`config.mk`:
```
export PLATFORM = sky130hd
export DESIGN_NAME = fcr_ctrl
export DESIGN_NICKNAME = d
export VERILOG_FILES = /design/src/hw/rtl/fcr_pkg.sv /design/src/hw/rtl/fcr_ctrl.sv
export VERILOG_INCLUDE_DIRS = /design/src /design/src/hw/rtl
export SDC_FILE = /design/constraint.sdc
export NUM_CORES = 1
export LEC_CHECK = 0
export ABC_AREA = 1
export BUFFER_PORTS_ARGS = -buffer_cell sky130_fd_sc_hd__buf_2
export CAP_MARGIN = 20
export CORE_AREA = 2 2 39 41
export CTS_CLUSTER_SIZE = 8
export DETAILED_ROUTE_END_ITERATION = 6
export DIE_AREA = 0 0 41 43
export GPL_TIMING_DRIVEN = 0
export PLACE_DENSITY_LB_ADDON = 0.25
export SLEW_MARGIN = 20
export SYNTH_ARGS = -nofsm -noshare
export SYNTH_HDL_FRONTEND = slang
export SYNTH_SLANG_ARGS = --single-unit
```
`constraint.sdc`:
```
create_clock -name clock -period 1.07 [get_ports clock]
set_input_delay 0.214 -clock clock [delete_from_list [all_inputs] [get_ports clock]]
set_output_delay 0.214 -clock clock [all_outputs]
set_load 0.005 [all_outputs]
```
`src/hw/rtl/fat12_cluster_chain_reader_core_assert.svh`:
```
// Assertion macros shared by the FAT12 chain reader RTL.
// Needs nothing else; included by the files that carry checks.
`ifndef FAT12_CLUSTER_CHAIN_READER_CORE_ASSERT_SVH
`define FAT12_CLUSTER_CHAIN_READER_CORE_ASSERT_SVH

// Same-cycle implication check.
`define FCR_ASSERT_NOW(label, clk, rst, ante, cons) \
   label: assert property (@(posedge clk) disable iff (rst) (ante) |-> (cons)) \
      else $error("fat12 chain reader check failed");

// Next-cycle implication check.
`define FCR_ASSERT_NEXT(label, clk, rst, ante, cons) \
   label: assert property (@(posedge clk) disable iff (rst) (ante) |=> (cons)) \
      else $error("fat12 chain reader check failed");

`endif

```
`src/hw/rtl/fcr_pkg.sv`:
```
// Shared types and constants of the FAT12 chain reader.
// No dependencies; imported by the controller, the datapath and the top level.
package fcr_pkg;

   localparam int TABLE_BYTES_DEF = 8192;

   // field widths
   localparam int BPS_W      = 13;
   localparam int SPC_W      = 8;
   localparam int RSV_W      = 16;
   localparam int COPIES_W   = 8;
   localparam int FATSZ_W    = 16;
   localparam int ROOTENT_W  = 16;
   localparam int CLUSTER_W  = 12;
   localparam int COUNT_W    = 32;
   localparam int OFFSET_W   = 32;
   localparam int LEN_W      = 21;
   localparam int INDEX_W    = 13;
   localparam int BYTE_W     = 8;
   localparam int CB_W       = SPC_W + BPS_W;
   localparam int DIV_NUM_W  = 22;

   // stream packing
   localparam int OP_W        = 2;
   localparam int REQ_TDATA_W = 72;
   localparam int RSP_TDATA_W = 88;
   localparam int RSP_TUSER_W = 2;

   // register file
   localparam int CSR_INDEX_W = 3;
   localparam int CSR_DATA_W  = 16;

   localparam logic [CSR_INDEX_W-1:0] CSR_BPS     = 3'd0;
   localparam logic [CSR_INDEX_W-1:0] CSR_SPC     = 3'd1;
   localparam logic [CSR_INDEX_W-1:0] CSR_RSV     = 3'd2;
   localparam logic [CSR_INDEX_W-1:0] CSR_COPIES  = 3'd3;
   localparam logic [CSR_INDEX_W-1:0] CSR_FATSZ   = 3'd4;
   localparam logic [CSR_INDEX_W-1:0] CSR_ROOTENT = 3'd5;

   localparam logic [BPS_W-1:0]     BPS_RST     = 13'd512;
   localparam logic [SPC_W-1:0]     SPC_RST     = 8'd1;
   localparam logic [RSV_W-1:0]     RSV_RST     = 16'd1;
   localparam logic [COPIES_W-1:0]  COPIES_RST  = 8'd2;
   localparam logic [FATSZ_W-1:0]   FATSZ_RST   = 16'd9;
   localparam logic [ROOTENT_W-1:0] ROOTENT_RST = 16'd224;

   // table entry at or above this ends the chain; equal means bad cluster
   localparam logic [CLUSTER_W-1:0] ENTRY_BAD = 12'hFF7;

   typedef enum logic [OP_W-1:0] {
      OP_LOAD  = 2'd0,
      OP_START = 2'd1,
      OP_NEXT  = 2'd2,
      OP_NONE  = 2'd3
   } fcr_op_type;

   typedef enum logic [1:0] {
      RES_ZERO,
      RES_ROOT,
      RES_CHAIN
   } fcr_res_type;

   typedef struct packed {
      logic        calc_prep;
      logic        calc_area;
      logic        calc_scale;
      logic        calc_data;
      logic        table_write;
      logic        chain_start;
      logic        look;
      logic        emit;
      fcr_res_type kind;
   } fcr_cmd_type;

   typedef struct packed {
      fcr_op_type op;
      logic       start_zero;
      logic       active;
      logic       div_done;
      logic       out_free;
   } fcr_status_type;

endpackage

```
`src/hw/rtl/fcr_ctrl.sv`:
```
// Controller of the FAT12 chain reader: sequences geometry recalculation,
// request decode, table lookup and result emission. Uses fcr_pkg.
`include "fat12_cluster_chain_reader_core_assert.svh"

module fcr_ctrl (
   input  logic                   clock,
   input  logic                   reset,
   input  logic                   req_tvalid,
   output logic                   req_tready,
   input  logic                   csr_write,
   input  fcr_pkg::fcr_status_type st,
   output fcr_pkg::fcr_cmd_type    cmd
);

   import fcr_pkg::*;

   typedef enum logic [2:0] {
      S_IDLE,
      S_PREP,
      S_AREA,
      S_DIV,
      S_SCALE,
      S_DATA,
      S_LOOK,
      S_EMIT
   } state_type;

   state_type   state_ff, state_in;
   logic        dirty_ff, dirty_in;
   fcr_res_type kind_ff, kind_in;
   logic        accept;

   assign req_tready = (state_ff == S_IDLE) && !dirty_ff;
   assign accept     = req_tvalid && req_tready;

   always_comb begin
      state_in = state_ff;
      kind_in  = kind_ff;
      cmd      = '0;
      cmd.kind = kind_ff;
      // any register write forces a fresh pass over the derived geometry
      dirty_in = csr_write ? 1'b1 : ((state_ff == S_PREP) ? 1'b0 : dirty_ff);
      unique case (state_ff)
         S_IDLE: begin
            if (dirty_ff) begin
               state_in = S_PREP;
            end else if (accept) begin
               state_in = S_EMIT;
               kind_in  = RES_ZERO;
               unique case (st.op)
                  OP_LOAD: begin
                     cmd.table_write = 1'b1;
                  end
                  OP_START: begin
                     if (st.start_zero) begin
                        kind_in = RES_ROOT;
                     end else begin
                        cmd.chain_start = 1'b1;
                        kind_in         = RES_CHAIN;
                        state_in        = S_LOOK;
                     end
                  end
                  OP_NEXT: begin
                     if (st.active) begin
                        kind_in  = RES_CHAIN;
                        state_in = S_LOOK;
                     end
                  end
                  default: begin
                  end
               endcase
            end
         end
         S_PREP: begin
            cmd.calc_prep = 1'b1;
            state_in      = S_AREA;
         end
         S_AREA: begin
            cmd.calc_area = 1'b1;
            state_in      = S_DIV;
         end
         S_DIV: begin
            if (st.div_done) begin
               state_in = S_SCALE;
            end
         end
         S_SCALE: begin
            cmd.calc_scale = 1'b1;
            state_in       = S_DATA;
         end
         S_DATA: begin
            cmd.calc_data = 1'b1;
            state_in      = S_IDLE;
         end
         S_LOOK: begin
            cmd.look = 1'b1;
            state_in = S_EMIT;
         end
         S_EMIT: begin
            // hold until the output register can take the result
            if (st.out_free) begin
               cmd.emit = 1'b1;
               state_in = S_IDLE;
            end
         end
         default: begin
            state_in = S_IDLE;
         end
      endcase
   end

   always_ff @(posedge clock) begin
      if (reset) begin
         state_ff <= S_IDLE;
         dirty_ff <= 1'b1;
         kind_ff  <= RES_ZERO;
      end else begin
         state_ff <= state_in;
         dirty_ff <= dirty_in;
         kind_ff  <= kind_in;
      end
   end

   `FCR_ASSERT_NEXT(a_look_then_emit, clock, reset, state_ff == S_LOOK, state_ff == S_EMIT)
   `FCR_ASSERT_NOW(a_look_needs_chain, clock, reset, state_ff == S_LOOK, st.active)
   `FCR_ASSERT_NOW(a_div_done_in_wait, clock, reset, st.div_done, state_ff == S_DIV)

endmodule

```
; ---- Yosys cells after proc, flatten, opt, wreduce, memory -nomap -nowiden
; Cells that the tools add are included.
[word_totals]
output_inout_bits = 11
inputBits = 10
wordCells = 48
regBits = 6
[classes]
muxes = 24
eq_ne = 12
reduce_logical = 8
n_bitwise = 1
[ops]
columns = op, count
row1 = $pmux W3 S8, 1
row2 = $eq A3 B3 Y1 const B, 4
row3 = $mux W1, 12
row4 = $mux W3, 4
row5 = $mux W2, 5
row6 = $eq A3 B2 Y1 const B, 2
row7 = $reduce_and A3 Y1, 2
row8 = $ne A2 B2 Y1 const B, 2
row9 = $pmux W2 S2, 1
row10 = $eq A3 B1 Y1 const B, 1
row11 = $logic_not A3 Y1, 1
row12 = $ne A3 B3 Y1 const B, 1
row13 = $eq A2 B1 Y1 const B, 1
row14 = $eq A2 B2 Y1 const B, 1
row15 = $logic_and A1 B1 Y1, 2
row16 = $logic_not A2 Y1, 1
row17 = $pmux W1 S2, 1
row18 = $reduce_or A2 Y1, 1
row19 = $logic_not A1 Y1, 1
row20 = $not A1 Y1, 1

; ---- Logic depth before layout (Yosys ltp)
; Gate-level depths: netlist of run 1.
[depth]
ltp_word = 6
ltp_mapped = 10

; ---- Worst setup path after synthesis of run 1
; OpenSTA, ideal clock, no wires.
[synth_timing]
path_kind = reg-to-output
start = register state_ff[1]
end = output port cmd[4] in the netlist's numbering
stages_incl_launch_ff = 7
setup_slack_ps = -31
arrival_time_ps = 887
n_path_buf = 1
path_cell_list = dfxtp_1 buf_4 nor2_4 nand2_4 nor2_4 inv_2 nor3_2
[synth_lines]
columns = element, line_no
row1 = from (decl), fcr_ctrl.sv:28  ; state_type state_ff, state_in;
row2 = from (signal assigned), fcr_ctrl.sv:118  ; state_ff <= state_in;
row3 = to (decl), fcr_ctrl.sv:12  ; output fcr_pkg::fcr_cmd_type cmd

==> flow_summary.ini, run 1 <==
[sta]
relSlewSlack_pct = 90.67
setup_slack_ns = -0.3350
tightestPinTransition_ns = 0.1384
finalHoldViolations = 0
setup_viol = 14
finalMaxSlewViolations = 0
worst_clock_skew_ns = 0.003107
hold_slack_ns = 0.1636
rsz0062_at_grt = yes
fmax_mhz = 711.7
fin_crit_sh_pct = 131.3
finalCriticalPeriod_ns = 1.405

[run_status]
violations = setup timing
outcome = finished with violations

[finish]
nFillCells = 133
fin_nets = 130
fin_cells = 131
n_antenna_cell = 0
multi_input_comb_area_um2 = 341.6
area_growth_pct = 61.44
drive_gt1_share_pct = 53.04
register_area_um2 = 132.6

[route]
ant_nets = 0
drt_iter0_drc = 14
drt_first_pass_iters = 3
dr_total_vias = 582
drt-wirelength-per-cell_um = 9.290
drc = 0
drt_wl_total_mm = 1.217
vias_per_cell = 4.443

[global_route]
grt-ovfl-total = 0
grt_max_degree = 8
grt_antenna_before_repair = 0
grtUsageTotal_pct = 13.55
grt_pass1_wl_mm = 1.566
grt_pass1_vias = 432

[worst_setup_path]
worstPathMaxFanout = 3
r2r-start = state_ff[2]
rr_worst_depth = 8
r2r_end = state_ff[2]
worstPathArrival_ns = 1.19
critPathLaunchType = flip-flop
cp-end-kind = primary output
path_class = reg2out
crit_required_ns = 0.86
ff2ff_setup_slack_ns = -0.13

[power]
irDropWorstVdd_uv = 883.1
powerDensity_nw_per_um2 = 1048
power_w = 0.0008513
p_leak_nw = 0.4801

[yosys]
netlist_area_um2 = 503.0
postSynthCellCount = 81
syn-num-nets = 94
ys_seq_area_share_pct = 23.88
synth.distinct_cells = 20
yosysTopAreaCell = dfxtp_1
synth_top_area_share_pct = 23.88
syn_area_per_cell_um2 = 6.210
ys_seq_elements = 6
synth.area.top_cells = dfxtp_1 (24%), inv_1 (13%), nand2_1 (13%), ha_1 (7.5%), nor2_1 (7.5%)
yosys_warnings = 0

[min_path]
hp-class = in2reg
worstHoldEndpoint = dirty_ff
min_path_cells = 3
hp-start = csr_write

[clock_tree]
cts_tree = built
clkSlewWorstSetupHoldPaths_ns = 0.04
cts_made_buffers = 3
ctsLongestPathBuffers = 2
clk_latency_ns = 0.24
cts_max_level = 1
root_buffer = clkbuf_4
clock_sinks = 6

[placement]
hpwl_um = 830.5
io_buffers = 20
placed_cells = 117
globalplace.congestion = 0.7352
place_ws_ns = -0.1627

[die]
die_w_um = 41
ios = 21
rows = 14
coreArea_um2 = 1384
die_h_um = 43
initial_core_util_pct = 36.35
dieArea_um2 = 1763

[job]
maxCapViolCount = 0
[cells by family after synthesis]
| logic type | after synthesis | synth area share (%) |
|---|---|---|
| AND/OR/NAND/NOR | 44 | 45.03 |
| buffers and inverters | 22 | 17.16 |
| AO/OA/AOI/OAI | 6 | 6.467 |
| flip-flops | 6 | 23.88 |
| adder cells (fa/ha/maj) | 3 | 7.463 |
[worst max-delay path, cell delays in order (launching register included)]
cell     delay, ns
dfxtp_4       0.35
nor2_4        0.13
nand2_4       0.07
nor2_4        0.09
inv_2         0.06
nor3_2        0.13
buf_2         0.13
[worst max path at each step]
stage | slack, ns | end | cells after the start | start
6_report | -0.34 | cmd[4] | 6 | state_ff[2]
5_1_grt | -0.43 | cmd[4] | 6 | state_ff[2]
4_1_cts | -0.38 | cmd[4] | 7 | state_ff[1]
3_5_place_dp | -0.16 | cmd[4] | 6 | state_ff[2]
3_3_place_gp | -0.16 | cmd[4] | 6 | state_ff[2]
2_1_floorplan | -0.02 | cmd[4] | 6 | state_ff[1]
[cells in the final DEF (no fill, tap or decap), drive strengths merged]
| master | n |
|---|---|
| clkbuf | 3 |
| dfxtp | 6 |
| buf | 32 |
| nor2 | 15 |
| a21boi | 1 |
| inv | 21 |
| nor3 | 3 |
| ha | 3 |
| a21oi | 3 |
| nand4 | 1 |
| nand3 | 6 |
| nand2 | 19 |
| o21ai | 2 |
[area by class of cell]
type	count	share of cell area, %
Inverter	21	10.63
Multi-Input combinational cell	53	42.06
Clock buffer	3	2.773
Sequential cell	6	16.33
Tap cell	16	2.465
Timing Repair Buffer	32	25.73
[Yosys cell counts, drive strengths merged]
cell	count
nand4	1
buf	1
o21ai	2
clkinv	1
a21boi	1
nand3	6
dfxtp	6
inv	20
nand2	19
nor2	15
nor3	3
ha	3
a21oi	3
[power breakdown]
group | switching, W | internal, W | leakage (nW)
clock network | 0.0000770 | 0.000127 | 0.0138
registers | 0.0000252 | 0.000250 | 0.0506
logic | 0.000193 | 0.000180 | 0.416
total | 0.000295 | 0.000556 | 0.480
[through the flow]
| step | util [%] | setup TNS, ns | area [um2] |
|---|---|---|---|
| 5_1_grt | 58.68 | -3.235 | 812.0 |
| 4_1_cts | 50.72 | -2.852 | 701.9 |
| 2_1_floorplan | - | -0.01771 | 509.2 |
| 3_5_place_dp | 45.48 | -0.5797 | 629.4 |
| 6_report | 58.68 | -2.380 | 812.0 |
| 3_3_place_gp | 45.48 | -0.5554 | 629.4 |
[flip-flops by register name, indices dropped and copies added (netlist names)]
signal and cells:
kind_ff 2, dirty_ff 1, state_ff 3
[routing by layer]
layer,global-route usage (%),vias up,wire [um]
li1,-,308,-
met1,13.83,253,513
met2,21.25,21,612
met3,9.424,0,92
met4,4.000,0,0
met5,0,-,0
[timing repair]
action | 4_1_cts | 5_1_grt
gates resized for setup | 6 | 22
hold buffers | 0 | 0
endpoints found under the hold margin | 0 | 0
pin swaps | 4 | 11
setup buffers | 5 | 7
setup endpoints to repair | 11 | 14
(Power assumes the default switching activity.)
==> run 2, diff against run 1 <==
SKIP_LAST_GASP = 1   (was default)
==> flow_summary.ini, run 2 (synthesis gave the netlist of run 1 again) <==
[run_status]
outcome = finished with violations
violations = setup timing

[min_path]
hp-class = in2reg
hp-start = csr_write

[sta]
rsz0062_at_grt = yes
relSlewSlack_pct = 90.67
finalCriticalPeriod_ns = 1.405
finalHoldViolations = 0
fmax_mhz = 711.8
worst_clock_skew_ns = 0.003113
setup_viol = 14
finalMaxSlewViolations = 0
fin_crit_sh_pct = 131.3
hold_slack_ns = 0.1637
tightestPinTransition_ns = 0.1384
setup_slack_ns = -0.3348

[placement]
io_buffers = 20
hpwl_um = 830.5
dpl_cell_area_um2 = 629.4
placed_cells = 117
globalplace.congestion = 0.7352

[clock_tree]
cts_tree = built
cts_max_level = 1
clock_sinks = 6
ctsLongestPathBuffers = 2
clk_latency_ns = 0.24
clkSlewWorstSetupHoldPaths_ns = 0.04
cts_made_buffers = 3
root_buffer = clkbuf_4

[power]
pwr-share-clk_pct = 24.1
p_seq_share_pct = 32.5
p_sw_share_pct = 34.54
p_sw_w = 0.0002920
pwr-share-comb_pct = 43.4
power_w = 0.0008454
irDropWorstVdd_uv = 882.9
p_leak_nw = 0.4780
cellInternalPower_w = 0.0005534
powerDensity_nw_per_um2 = 1052

[finish]
final_util_pct = 58.05
final_common_cell = buf_2
regMostFlops = state_ff
area_growth_pct = 59.70
fin_nets = 130
n_antenna_cell = 0
largestRegisters = state_ff x3, kind_ff x2, dirty_ff x1
final_cell_mix = buf_2 (20), inv_1 (17), nand2_1 (15)
largest_reg_flops = 3
fin_cells = 131
nFillCells = 134
drive_gt1_share_pct = 53.04
fin_area_um2 = 803.3

[worst_setup_path]
cp_slowest_cell = dfxtp_4
path_common_cell = nor2_4
worstPathMaxFanout = 3
worstSetupStartpoint = state_ff[2]
cp-end-kind = primary output
critPathLaunchType = flip-flop
crit_required_ns = 0.86
path_class = reg2out
worstPathArrival_ns = 1.19
r2r-start = state_ff[0]
crit_chain = nor2_4, nand2_4, nor2_4, inv_2, nor3_2, buf_2
cp_slowest_stage_delay_ns = 0.35

[die]
coreArea_um2 = 1384
die_w_um = 41
dieArea_um2 = 1763
die_h_um = 43
ios = 21
rows = 14
initial_core_util_pct = 36.35

[global_route]
grt-ovfl-total = 0
grtUsageTotal_pct = 13.55
grt_max_degree = 8
grt_pass1_wl_mm = 1.566
use_met1_pct = 13.83
grt_antenna_before_repair = 0
grt_busiest_layer = met2
grt_use_met3_pct = 9.424
grt_pass1_vias = 432
use_met2_pct = 21.25

[route]
ant_nets = 0
drt_iter0_drc = 11
dr_total_vias = 576
drt_first_pass_iters = 4
drt-wirelength-per-cell_um = 9.183
vias_per_cell = 4.397
drt_wl_total_mm = 1.203
drc = 0

[job]
maxCapViolCount = 0
run 2: final timing paths:
kind	slack, ns	end	cells after the start
setup / recovery	-0.33	cmd[4]	6
hold reg to reg	0.46	kind_ff[0]	2
hold / removal	0.16	dirty_ff	3
setup reg to reg	-0.16	state_ff[2]	9
run 2: per-stage QoR:
stage | worst slack (ns) | TNS (ns)
final | -0.3348 | -2.395
after global routing | -0.4262 | -3.242
after CTS | -0.3758 | -2.852
after detailed placement | -0.1627 | -0.5797
after global placement | -0.1595 | -0.5554
after floorplan | -0.01771 | -0.01771
run 2: final cells by class:
cell class              count  area [um2]  area share [%]
inverters                  21       86.33           10.75
clock buffers               3       22.52           2.804
well taps                  16       20.02           2.492
flip-flops and latches      6       132.6           16.51
repair buffers             32       205.2           25.55
multi-input cells          53       336.6           41.90
run 2: metal layers:
metal,part of all wire (%),vias to the layer above
li1,-,310
met1,41,245
met2,51,21
met3,7.8,0
met4,0,0
met5,0,-
run 2: worst max-delay path: cells and delay by family, from the launching register on:
family	cells	cell delay [ns]
DFF	1	0.35
and+or+nand+nor	4	0.42
buffers and inverters	2	0.19
run 2: power by group through the flow:
| stage | clock network, W | registers, W | logic, W |
|---|---|---|---|
| 6_report | 0.000204 | 0.000275 | 0.000367 |
| 3_3_place_gp | 0 | 0.000274 | 0.000233 |
| 3_5_place_dp | 0 | 0.000274 | 0.000235 |
| 2_1_floorplan | 0 | 0.000270 | 0.000171 |
| 4_1_cts | 0.000217 | 0.000274 | 0.000275 |
| 5_1_grt | 0.000235 | 0.000276 | 0.000404 |
run 2: timing repair:
item | CTS | global route
hold buffers | 0 | 0
hold endpoints to repair | 0 | 0
endpoints found under the setup margin | 11 | 14
setup buffers | 5 | 7
pin swaps | 4 | 11
gates resized for setup | 6 | 20
==> run 3, diff against run 2 <==
BUFFER_PORTS_ARGS = default   (was -buffer_cell sky130_fd_sc_hd__buf_2)
DONT_BUFFER_PORTS = 1   (was default)
==> flow_summary.ini, run 3 (synthesis gave the netlist of run 1 again) <==
[route]
drt-wirelength-per-cell_um = 11.02
drt_iter0_drc = 6
drt_wl_total_mm = 1.256
drc = 0
dr_total_vias = 541
vias_per_cell = 4.746
ant_nets = 0
drt_first_pass_iters = 4

[placement]
hpwl_um = 815.1
dpl_cell_area_um2 = 529.3
place_ws_ns = -0.08697
globalplace.congestion = 0.7586
io_buffers = 0

[global_route]
grt_pass1_wl_mm = 1.669
grtUsageTotal_pct = 14.36
grt_pass1_vias = 452
grt_antenna_before_repair = 0
grt-ovfl-total = 0
grt_max_degree = 7

[die]
initial_core_util_pct = 36.35
coreArea_um2 = 1384
dieArea_um2 = 1763
ios = 21
die_w_um = 41
die_h_um = 43
rows = 14

[power]
pwr-share-clk_pct = 22.6
p_leak_nw = 0.4089
irDropWorstVdd_uv = 1018
p_seq_share_pct = 31.6
cellInternalPower_w = 0.0005639
pwr-share-comb_pct = 45.8
p_sw_share_pct = 36.16
p_sw_w = 0.0003193
powerDensity_nw_per_um2 = 1113

[worst_setup_path]
critPathBufInv = 3
cp_top_family = flip-flops
cp_slowest_stage_delay_ns = 0.35
worstSetupPathDepth = 5
cp_slowest_cell = dfxtp_4
crit_chain = nor2_4, nand2_4, buf_4, buf_6, inv_2
worstPathMaxFanout = 4
path_class = reg2out
critPathLaunchType = flip-flop
rr_worst_depth = 9
worstPathArrival_ns = 1.07
crit_required_ns = 0.86
cp-end-kind = primary output

[clock_tree]
cts_max_level = 1
cts_tree = built
cts_made_buffers = 3
cts_hold_buf = 0
clk_latency_ns = 0.24
clock_sinks = 6
root_buffer = clkbuf_4
ctsLongestPathBuffers = 2
clkSlewWorstSetupHoldPaths_ns = 0.04

[sta]
rsz0062_at_grt = yes
fin_crit_sh_pct = 120.2
worst_clock_skew_ns = 0.001406
setup_viol = 14
tightestPinTransition_ns = 0.1588
finalHoldViolations = 0
fmax_mhz = 777.5
finalMaxSlewViolations = 0
tns_ns = -1.912
setup_slack_ns = -0.2161
finalCriticalPeriod_ns = 1.286
relSlewSlack_pct = 89.30

[finish]
regMostFlops = state_ff
largest_reg_flops = 3
largestRegisters = state_ff x3, kind_ff x2, dirty_ff x1
fin_nets = 113
fin_area_um2 = 793.3
drive_gt1_share_pct = 45.92
final_cell_mix = nand2_1 (15), inv_1 (15), buf_4 (11)
area_growth_pct = 57.71
nFillCells = 143
n_antenna_cell = 0

[job]
maxCapViolCount = 0

[run_status]
outcome = finished with violations
violations = setup timing

[min_path]
min_path_cells = 1
hp-class = in2reg
run 3: area by class of cell:
class	count	area, um2	share of cell area, %
Sequential cell	6	132.6	16.72
Timing Repair Buffer	15	131.4	16.56
Clock buffer	3	22.52	2.839
Multi-Input combinational cell	53	392.9	49.53
Inverter	21	93.84	11.83
Tap cell	16	20.02	2.524
run 3: per-stage QoR:
| step | util, % | hold WS [ns] | total power [W] | instances |
|---|---|---|---|---|
| after detailed placement | 38.25 | 0.2887 | 0.0004728 | 97 |
| after global placement | 38.25 | 0.2848 | 0.0004720 | 97 |
| final | 57.32 | 0.03241 | 0.0008832 | 114 |
| after global routing | 57.32 | 0.01535 | 0.0009459 | 114 |
| after CTS | 46.11 | 0.02395 | 0.0007598 | 106 |
| after floorplan | - | 0.2831 | 0.0004414 | 81 |
run 3: worst paths after layout:
kind / endpoint / from / slack, ns
setup / recovery: req_tready / state_ff[2] / -0.22
hold / removal: state_ff[2] / reset / 0.03
setup reg to reg: state_ff[0] / state_ff[2] / -0.13
hold reg to reg: kind_ff[0] / kind_ff[0] / 0.48
run 3: power by group through the flow:
| stage | clock network (W) | logic, W | registers, W |
|---|---|---|---|
| after floorplan | 0 | 0.000171 | 0.000270 |
| after global placement | 0 | 0.000197 | 0.000275 |
| after detailed placement | 0 | 0.000198 | 0.000275 |
| after CTS | 0.000212 | 0.000270 | 0.000278 |
| after global routing | 0.000227 | 0.000439 | 0.000281 |
| final | 0.000199 | 0.000404 | 0.000279 |
run 3: repair_timing:
action | CTS | global route
setup endpoints to repair | 11 | 14
resized for setup | 15 | 24
pin swaps | 5 | 9
buffers inserted | 6 | 9
run 3: per-layer routing:
metal	GRT usage, %	wire [um]	up-vias
met2	23.13	679	21
met4	4.000	0	0
met5	0	0	-
li1	-	-	282
met1	13.83	479	238
met3	10.47	97	0
